--- src/hdl/keyed_count_table_macros.svh ---
`ifndef KEYED_COUNT_TABLE_MACROS_SVH
`define KEYED_COUNT_TABLE_MACROS_SVH

// Same-cycle implication, checked on clk, off while rst_n is low.
`define KCT_ASSERT_NOW(label, ante, cons, msg) \
  label: assert property (@(posedge clk) disable iff (!rst_n) (ante) |-> (cons)) \
    else $error(msg);

// Next-cycle implication, checked on clk, off while rst_n is low.
`define KCT_ASSERT_NEXT(label, ante, cons, msg) \
  label: assert property (@(posedge clk) disable iff (!rst_n) (ante) |=> (cons)) \
    else $error(msg);

`endif

--- src/hdl/kct_pkg.sv ---
`default_nettype none

package kct_pkg;

  // Default table depth
  localparam int ENTRIES_DEF = 16;

  localparam int KEY_W   = 32;
  localparam int QTY_W   = 32;
  localparam int COUNT_W = 31;

  // Request opcodes; the fourth code is undefined and is rejected
  typedef enum logic [1:0] {
    OP_ADD     = 2'd0,
    OP_CONSUME = 2'd1,
    OP_QUERY   = 2'd2
  } kct_op_t;

  // Result status codes
  typedef enum logic [2:0] {
    ST_CHANGED  = 3'd0,
    ST_OK       = 3'd1,
    ST_REJECTED = 3'd2,
    ST_MISSING  = 3'd3,
    ST_FULL     = 3'd4
  } kct_status_t;

  // Controller states
  typedef enum logic [1:0] {
    S_IDLE   = 2'd0,
    S_LOOKUP = 2'd1,
    S_UPDATE = 2'd2
  } kct_state_t;

  // Commands from controller to datapath
  typedef struct packed {
    logic load;    // capture the incoming request
    logic lookup;  // register key match and free-slot search
    logic commit;  // write the table and load the result register
  } kct_cmd_t;

endpackage

`default_nettype wire

--- src/hdl/kct_ctrl.sv ---
`default_nettype none
`include "keyed_count_table_macros.svh"

module kct_ctrl (
  input  wire logic             clk,
  input  wire logic             rst_n,
  input  wire logic             in_tvalid,
  output logic                  in_tready,
  output logic                  out_tvalid,
  input  wire logic             out_tready,
  output kct_pkg::kct_cmd_t     cmd
);
  import kct_pkg::*;

  kct_state_t state_r, state_nxt;
  logic       out_valid_r, out_valid_nxt;
  logic       commit;
  logic       accept;

  // State and result-valid registers
  always_ff @(posedge clk) begin
    if (!rst_n) begin
      state_r     <= S_IDLE;
      out_valid_r <= 1'b0;
    end else begin
      state_r     <= state_nxt;
      out_valid_r <= out_valid_nxt;
    end
  end

  // Commit once the result register is free or being drained
  assign commit = (state_r == S_UPDATE) && (!out_valid_r || out_tready);

  // Next state and commands
  always_comb begin
    state_nxt  = state_r;
    in_tready  = 1'b0;
    cmd.lookup = 1'b0;
    cmd.commit = 1'b0;
    unique case (state_r)
      S_IDLE: begin
        in_tready = 1'b1;
        if (in_tvalid) state_nxt = S_LOOKUP;
      end
      S_LOOKUP: begin
        cmd.lookup = 1'b1;
        state_nxt  = S_UPDATE;
      end
      S_UPDATE: begin
        cmd.commit = commit;
        // a new request may enter on the commit cycle
        in_tready  = commit;
        if (commit) state_nxt = in_tvalid ? S_LOOKUP : S_IDLE;
      end
      default: state_nxt = S_IDLE;
    endcase
    // capture the request on its accepting edge
    cmd.load = in_tvalid && in_tready;
  end

  assign accept = in_tvalid && in_tready;

  // Result valid flag
  always_comb begin
    out_valid_nxt = out_valid_r;
    if (commit) out_valid_nxt = 1'b1;
    else if (out_tready) out_valid_nxt = 1'b0;
  end

  assign out_tvalid = out_valid_r;

  `KCT_ASSERT_NOW(a_no_accept_in_lookup, state_r == S_LOOKUP, !in_tready, "accept during lookup")
  `KCT_ASSERT_NOW(a_rise_after_update, $rose(out_valid_r), $past(state_r == S_UPDATE), "result without update")
  `KCT_ASSERT_NEXT(a_accept_to_lookup, accept, state_r == S_LOOKUP, "accepted request not looked up")

endmodule

`default_nettype wire

--- src/hdl/kct_dp.sv ---
`default_nettype none
`include "keyed_count_table_macros.svh"

module kct_dp #(
  parameter int ENTRIES = kct_pkg::ENTRIES_DEF
) (
  input  wire logic                       clk,
  input  wire logic                       rst_n,
  input  wire kct_pkg::kct_cmd_t          cmd,
  input  wire logic [1:0]                 in_opcode,
  input  wire logic [kct_pkg::KEY_W-1:0]  in_key,
  input  wire logic [kct_pkg::QTY_W-1:0]  in_qty,
  input  wire logic                       in_auto,
  output logic [2:0]                      res_status,
  output logic [kct_pkg::COUNT_W-1:0]     res_count,
  output logic                            res_changed
);
  import kct_pkg::*;

  localparam int IDX_W = (ENTRIES > 1) ? $clog2(ENTRIES) : 1;

  // Slot storage: keys need no reset, valid bits do
  logic [KEY_W-1:0]   key_mem [ENTRIES];
  logic [COUNT_W-1:0] cnt_mem [ENTRIES];
  logic [ENTRIES-1:0] valid_r;

  // Captured request
  logic [1:0]       op_r;
  logic [KEY_W-1:0] key_r;
  logic [QTY_W-1:0] qty_r;
  logic             auto_r;

  // Lookup stage
  logic [ENTRIES-1:0] match;
  logic [IDX_W-1:0]   hit_idx_c, free_idx_c;
  logic               hit_c, free_ok_c;
  logic               hit_r, free_ok_r;
  logic [IDX_W-1:0]   hit_idx_r, free_idx_r;
  logic [COUNT_W-1:0] cur_r;

  // Update stage
  logic               positive;
  logic [COUNT_W-1:0] q31;
  logic [COUNT_W:0]   sum_c;
  logic [COUNT_W-1:0] sat_c, left_c;
  logic               wr_en, wr_valid, ins_en, take_en;
  logic [IDX_W-1:0]   wr_idx;
  logic [COUNT_W-1:0] wr_cnt;
  kct_status_t        st_c;
  logic [COUNT_W-1:0] cnt_c;
  logic               chg_c;

  kct_status_t        out_status_r;
  logic [COUNT_W-1:0] out_count_r;
  logic               out_changed_r;

  // Request capture
  always_ff @(posedge clk) begin
    if (cmd.load) begin
      op_r   <= in_opcode;
      key_r  <= in_key;
      qty_r  <= in_qty;
      auto_r <= in_auto;
    end
  end

  // Parallel key compare
  always_comb begin
    for (int i = 0; i < ENTRIES; i++) begin
      match[i] = valid_r[i] && (key_mem[i] == key_r);
    end
  end

  // Lowest matching slot and lowest free slot
  always_comb begin
    hit_idx_c  = '0;
    free_idx_c = '0;
    for (int i = ENTRIES - 1; i >= 0; i--) begin
      if (match[i]) hit_idx_c = IDX_W'(i);
      if (!valid_r[i]) free_idx_c = IDX_W'(i);
    end
  end

  assign hit_c     = |match;
  assign free_ok_c = ~&valid_r;

  always_ff @(posedge clk) begin
    if (cmd.lookup) begin
      hit_r      <= hit_c;
      hit_idx_r  <= hit_idx_c;
      free_ok_r  <= free_ok_c;
      free_idx_r <= free_idx_c;
      cur_r      <= hit_c ? cnt_mem[hit_idx_c] : '0;
    end
  end

  // Quantity checks and arithmetic
  assign positive = (qty_r != '0) && !qty_r[QTY_W-1];
  assign q31      = qty_r[COUNT_W-1:0];
  assign sum_c    = {1'b0, cur_r} + {1'b0, q31};
  assign sat_c    = sum_c[COUNT_W] ? {COUNT_W{1'b1}} : sum_c[COUNT_W-1:0];
  assign left_c   = cur_r - q31;

  // Operation decode
  always_comb begin
    st_c     = ST_REJECTED;
    cnt_c    = '0;
    chg_c    = 1'b0;
    ins_en   = 1'b0;
    take_en  = 1'b0;
    wr_en    = 1'b0;
    wr_idx   = hit_idx_r;
    wr_cnt   = sat_c;
    wr_valid = 1'b1;
    case (kct_op_t'(op_r))
      OP_ADD: begin
        if (!auto_r) begin
          st_c = ST_REJECTED;
        end else if (!positive) begin
          st_c  = ST_OK;
          cnt_c = cur_r;
        end else if (!hit_r) begin
          if (!free_ok_r) begin
            st_c = ST_FULL;
          end else begin
            ins_en = 1'b1;
            wr_en  = 1'b1;
            wr_idx = free_idx_r;
            wr_cnt = q31;
            st_c   = ST_CHANGED;
            cnt_c  = q31;
            chg_c  = 1'b1;
          end
        end else begin
          wr_en = 1'b1;
          st_c  = ST_CHANGED;
          cnt_c = sat_c;
          chg_c = 1'b1;
        end
      end
      OP_CONSUME: begin
        if (!positive) begin
          st_c  = ST_OK;
          cnt_c = cur_r;
        end else if (!hit_r || (cur_r < q31)) begin
          st_c  = ST_MISSING;
          cnt_c = cur_r;
        end else begin
          take_en  = 1'b1;
          wr_en    = 1'b1;
          wr_cnt   = left_c;
          wr_valid = (left_c != '0);
          st_c     = ST_CHANGED;
          cnt_c    = left_c;
          chg_c    = 1'b1;
        end
      end
      OP_QUERY: begin
        st_c  = ST_OK;
        cnt_c = cur_r;
      end
      default: begin
        st_c = ST_REJECTED;
      end
    endcase
  end

  // Table write
  always_ff @(posedge clk) begin
    if (cmd.commit && wr_en) begin
      key_mem[wr_idx] <= key_r;
      cnt_mem[wr_idx] <= wr_cnt;
    end
  end

  always_ff @(posedge clk) begin
    if (!rst_n) begin
      valid_r <= '0;
    end else if (cmd.commit && wr_en) begin
      valid_r[wr_idx] <= wr_valid;
    end
  end

  // Result register
  always_ff @(posedge clk) begin
    if (cmd.commit) begin
      out_status_r  <= st_c;
      out_count_r   <= cnt_c;
      out_changed_r <= chg_c;
    end
  end

  assign res_status  = out_status_r;
  assign res_count   = out_count_r;
  assign res_changed = out_changed_r;

  `KCT_ASSERT_NOW(a_insert_free, cmd.commit && ins_en, !valid_r[free_idx_r], "insert into used slot")
  `KCT_ASSERT_NOW(a_take_hit, cmd.commit && take_en, hit_r && valid_r[hit_idx_r], "consume of absent slot")
  `KCT_ASSERT_NEXT(a_chg_status, cmd.commit, out_changed_r == (out_status_r == ST_CHANGED), "changed flag mismatch")

endmodule

`default_nettype wire

--- src/hdl/keyed_count_table.sv ---
// Keyed count table: up to ENTRIES slots, each holding a 32-bit key and a
// saturating 31-bit count. Requests are add, consume and query; each request
// gives one result with status, count after the operation and a changed flag.
// A request passes a lookup state, which compares the key against every slot
// in parallel and finds the lowest free slot, and then an update state for the
// read-modify-write of the chosen slot, which also loads the result register.
// A new request can be taken in the same cycle as the previous one commits,
// as long as results are drained; a stalled result holds the table after one
// more request has been captured. Slot valid bits clear at reset; no clearing pass.
`default_nettype none

module keyed_count_table #(
  parameter int ENTRIES = kct_pkg::ENTRIES_DEF
) (
  input  wire logic        clk,
  input  wire logic        rst_n,
  input  wire logic        in_tvalid,
  output logic             in_tready,
  input  wire logic [63:0] in_tdata,   // item_key[31:0], quantity[63:32]
  input  wire logic [2:0]  in_tuser,   // opcode[1:0], auto_stored[2]
  output logic             out_tvalid,
  input  wire logic        out_tready,
  output logic [31:0]      out_tdata,  // count[30:0], zero[31]
  output logic [3:0]       out_tuser   // status[2:0], changed[3]
);
  import kct_pkg::*;

  kct_cmd_t           cmd;
  logic [2:0]         res_status;
  logic [COUNT_W-1:0] res_count;
  logic               res_changed;

  kct_ctrl u_ctrl (
    .clk        (clk),
    .rst_n      (rst_n),
    .in_tvalid  (in_tvalid),
    .in_tready  (in_tready),
    .out_tvalid (out_tvalid),
    .out_tready (out_tready),
    .cmd        (cmd)
  );

  kct_dp #(
    .ENTRIES (ENTRIES)
  ) u_dp (
    .clk         (clk),
    .rst_n       (rst_n),
    .cmd         (cmd),
    .in_opcode   (in_tuser[1:0]),
    .in_key      (in_tdata[31:0]),
    .in_qty      (in_tdata[63:32]),
    .in_auto     (in_tuser[2]),
    .res_status  (res_status),
    .res_count   (res_count),
    .res_changed (res_changed)
  );

  assign out_tdata = {1'b0, res_count};
  assign out_tuser = {res_changed, res_status};

endmodule

`default_nettype wire
--- config.mk ---
export PLATFORM = sky130hd
export DESIGN_NAME = keyed_count_table
export DESIGN_NICKNAME = d
export VERILOG_FILES = /design/src/hdl/kct_pkg.sv /design/src/hdl/kct_ctrl.sv /design/src/hdl/kct_dp.sv /design/src/hdl/keyed_count_table.sv
export VERILOG_INCLUDE_DIRS = /design/src /design/src/hdl
export SDC_FILE = /design/constraint.sdc
export NUM_CORES = 2
export LEC_CHECK = 0
export CAP_MARGIN = 20
export CORE_MARGIN = 2
export CORE_UTILIZATION = 35
export DETAILED_ROUTE_END_ITERATION = 10
export DONT_BUFFER_PORTS = 1
export PLACE_DENSITY = 0.61
export SLEW_MARGIN = 20
export SYNTH_ARGS = -nofsm -noshare
export SYNTH_HDL_FRONTEND = slang
export SYNTH_HIERARCHICAL = 1
export SYNTH_SLANG_ARGS = --single-unit
--- constraint.sdc ---
create_clock -name clk -period 6.9 [get_ports clk]
set_input_delay 1.38 -clock clk [delete_from_list [all_inputs] [get_ports clk]]
set_output_delay 1.38 -clock clk [all_outputs]
set_load 0.03 [all_outputs]
==> key figures <==
Status
  • Status: finished, final reports clean

Drt
  • Initial DRC Count: roughly 3.2k
  • Total wire length: about 140000 um
  • Final ANT Viol Nets: 0
  • DRC Markers: 0
  • TritonRoute pass-1 iters: 7
  • Vias: 31.0k
  • Wire per inst: ~25 um
  • Vias per cell: roughly 5.5

Worst setup path
  • Reg2Reg Launch Point: u_dp/key_r[0]
  • Crit path top cell by count: buf_4
  • Worst Path Buf+Inv: 3
  • CP max FO: 20
  • Critical path type: flip-flop to flip-flop
  • WP data required: between 7 and 8 ns
  • Cell family contributing the most delay on the critical path: simple AND/OR/NAND/NOR gates
  • Max incr delay on CP: roughly 0.8 ns
  • Slowest-stage cell, CP: edfxtp_1
  • Critical Path Source: u_dp/key_r[0]
  • Setup crit end kind: flip-flop
  • Startpoint Class: flip-flop
  • Crit-path cells: buf_4 > buf_4 > xnor2_1 > nand4_1 > nor4_1 > nand4_1 > or4_1 > o21ai_1 > a21oi_2 > a2bb2oi_4 > nor3_4 > buf_4 > a2111oi_0 > o32ai_1
  • Crit path DAT: roughly 6.6 ns

Synth
  • Commonest cells post-synth: edfxtp_1 (1151), xnor2_1 (443), nor2_1 (220), nand2_1 (149), mux2_2 (121)
  • Top_reg_cell synth: edfxtp_1
  • Seq/Total Area, Yosys: 67.4%
  • Synth Instances: 3554
  • Count leader, synth: edfxtp_1
  • Synthesized area: slightly above 50000 um^2
  • Ys async rst share: 0%
  • Ys Warns: 6
  • Mean Syn Cell Area: 14.6 um^2
  • Area fraction of the dominant cell type after synthesis: 66.7%
  • Library cells used by synthesis: roughly 90
  • Yosys top cell by area: edfxtp_1
  • Syn Nets: 3689
  • Post-synth EDFFs: 1151
  • Largest cells by area after synthesis: edfxtp_1 (67%), xnor2_1 (7.5%), mux2_2 (2.6%)
  • #FFs+latches synth: roughly 1.2k

STA
  • Crit path time final: just over 6 ns
  • Max-slew violation count: 0
  • Total negative slack: 0 ns
  • Min setup slack post-route: 0.723 ns
  • Final Hold Fails: 0
  • RSZ-0062 raised after global routing: no
  • Least-Margin Pin Slew: between 1 and 1.5 ns
  • F_max: 0.162 GHz
  • Final setup viols: 0
  • Tcrit/Tclk final: approximately nine tenths
  • Slew HR: a little over a fifth
  • Clock Skews: around 0.046 ns

CTS
  • CTS Buffer Depth: 3
  • # clock sinks: about 1.2k
  • H-tree Lvls: 3
  • PostCTS Resize Cnt: 0
  • Clock latency at the later pin of the worst-skew pair: 0.73 ns
  • Hold_buf cts: 0
  • CTS tree: built
  • TritonCTS buffer count: ~110
  • Post-CTS Setup Inserts: 0
  • Worst-path clk slew: roughly 0.060 ns
  • Root Driver: clkbuf_16

GRT
  • Antenna violations before repair: 6
  • Gr ovfl total: 0
  • Vias in the first global route: ~30k
  • Largest net degree at the start of global routing: 65
  • Global Route Usage Sum: a little under a fifth
  • First-pass GRT wire length: 210000 um

Floorplan
  • Core area: 147000 um^2
  • Boundary pin count: between 100 and 150
  • Initial core utilization: 35.2%
  • Rows: around 140
  • Die Y: between 300 and 400 um
  • Die W: a little under 400 um
  • Die area: roughly 150000 um^2

Cells and area
  • Share of cells above drive strength 1: approximately 14%
  • Syn-to-layout area delta: 13.1%
  • Final Net Count: between 3k and 4k

Power and ir drop
  • Overall power: about 15 mW
  • Leak: 18.6 nW
  • Peak supply drop: 0.250 mV
  • Pwr/cell area: between 200 and 300 nW/um^2

Place
  • Port Buffer Count: 0
  • Placer Congestion: between 0.9 and 1
  • HPWL after detailed placement: slightly above 90000 um
  • Worst slack, placed: around 0.84 ns

Min path
  • Min-delay src: u_dp/valid_r[5]
  • Hold Path Class: flip-flop to flip-flop

Job
  • Max_cap viols: 0
-- worst paths after layout --
path | to | slack [ns] | cells after the start
setup / recovery | u_dp/cur_r[1] | 0.72 | 14
hold / removal | u_dp/valid_r[5] | 0.53 | 2
setup reg to reg | u_dp/cur_r[1] | 0.72 | 14
hold reg to reg | u_dp/valid_r[5] | 0.53 | 2
-- metrics by stage --
stage / hold WS [ns] / cell area [um^2] / utilization (%) / instances
after floorplan: 0.475 / 51900 / - / 3554
after global placement: 0.524 / 54900 / 37.2 / 5461
after detailed placement: 0.520 / 54900 / 37.3 / 5462
after CTS: 0.536 / 58600 / 39.7 / 5673
after global routing: 0.571 / 58600 / 39.8 / 5678
final: 0.533 / 58600 / 39.8 / 5679
-- cell usage in the layout, fill, tap and decap left out, types with 18 or more instances in the layout --
cell       synthesis  final
nand4_1          109    109
o32ai_1           31     31
o21ai_0           79     77
xor2_1           111    111
a21oi_1          103    103
clkinv_2           0     26
nand3_1           44     43
ha_1              62     62
buf_4             22    156
nor2_1           220    202
nor4_1            54     54
mux2i_1           68     68
a2111oi_0         34     34
xnor2_1          443    443
and3_1            68     68
mux2_2           121    121
dfxtp_1           19     19
clkbuf_1          80     20
a221oi_1          19     19
edfxtp_1        1151   1151
o221ai_1          34     33
clkinv_1           1     26
o22ai_1           52     52
inv_1             77     77
nor3_1            31     29
buf_12             0     18
nand2_1          149    148
clkbuf_16          0    114
o211ai_1          22     22
-- state kept, by name, summed over array words and instances (netlist names) --
name,count
u_dp/cur_r,31
u_dp/free_idx_r,4
u_ctrl/out_tvalid,1
u_dp/auto_r,1
u_dp/key_r,32
u_dp/res_changed,1
u_dp/free_ok_r,1
u_dp/res_count,31
u_dp/qty_r,32
u_ctrl/state_r,2
u_dp/hit_idx_r,4
u_dp/res_status,3
u_dp/valid_r,16
u_dp/key_mem,512
u_dp/cnt_mem,496
u_dp/op_r,2
u_dp/hit_r,1
-- logic make-up after synthesis --
group           synth area share, %
xor+xnor                       9.36
mux                            4.03
compound gates                 7.56
fa+ha+maj                      1.57
other cells                 0.00723
buf+inv                        2.69
simple gates                   7.39
flops                          67.4
-- layout make-up --
cell class | count | area (um^2)
Fill cell | 13468 | 88800
Sequential cell | 1170 | 34900
Clock buffer | 134 | 2930
Multi-Input combinational cell | 2110 | 15700
Clock inverter | 77 | 723
Timing Repair Buffer | 178 | 1580
Antenna cell | 2 | 5.00
Tap cell | 1930 | 2410
Inverter | 78 | 293
-- where the power goes --
part	leakage, nW	switching [mW]	total (mW)	internal (mW)
sequential	10.5	0.100	8.08	7.98
combinational	6.25	0.710	1.05	0.340
clock	1.79	2.73	6.14	3.42
-- routing by layer --
layer | GRT usage [%] | up-vias | share of wire [%]
met5 | 0 | - | 0.0090
met4 | 5.77 | 2 | 2.9
met3 | 2.78 | 243 | 6.6
met2 | 30.6 | 1251 | 48
met1 | 25.7 | 15810 | 43
li1 | - | 13735 | -
-- worst register-to-register path: cells and delay by family (launching register included) --
family	cells	cell delay, ns
simple gates	5	2.36
compound gates	5	1.43
buf+inv	3	1.09
flops	1	0.81
xor+xnor	1	0.15
No activity file was read; power rests on OpenSTA's default activity.
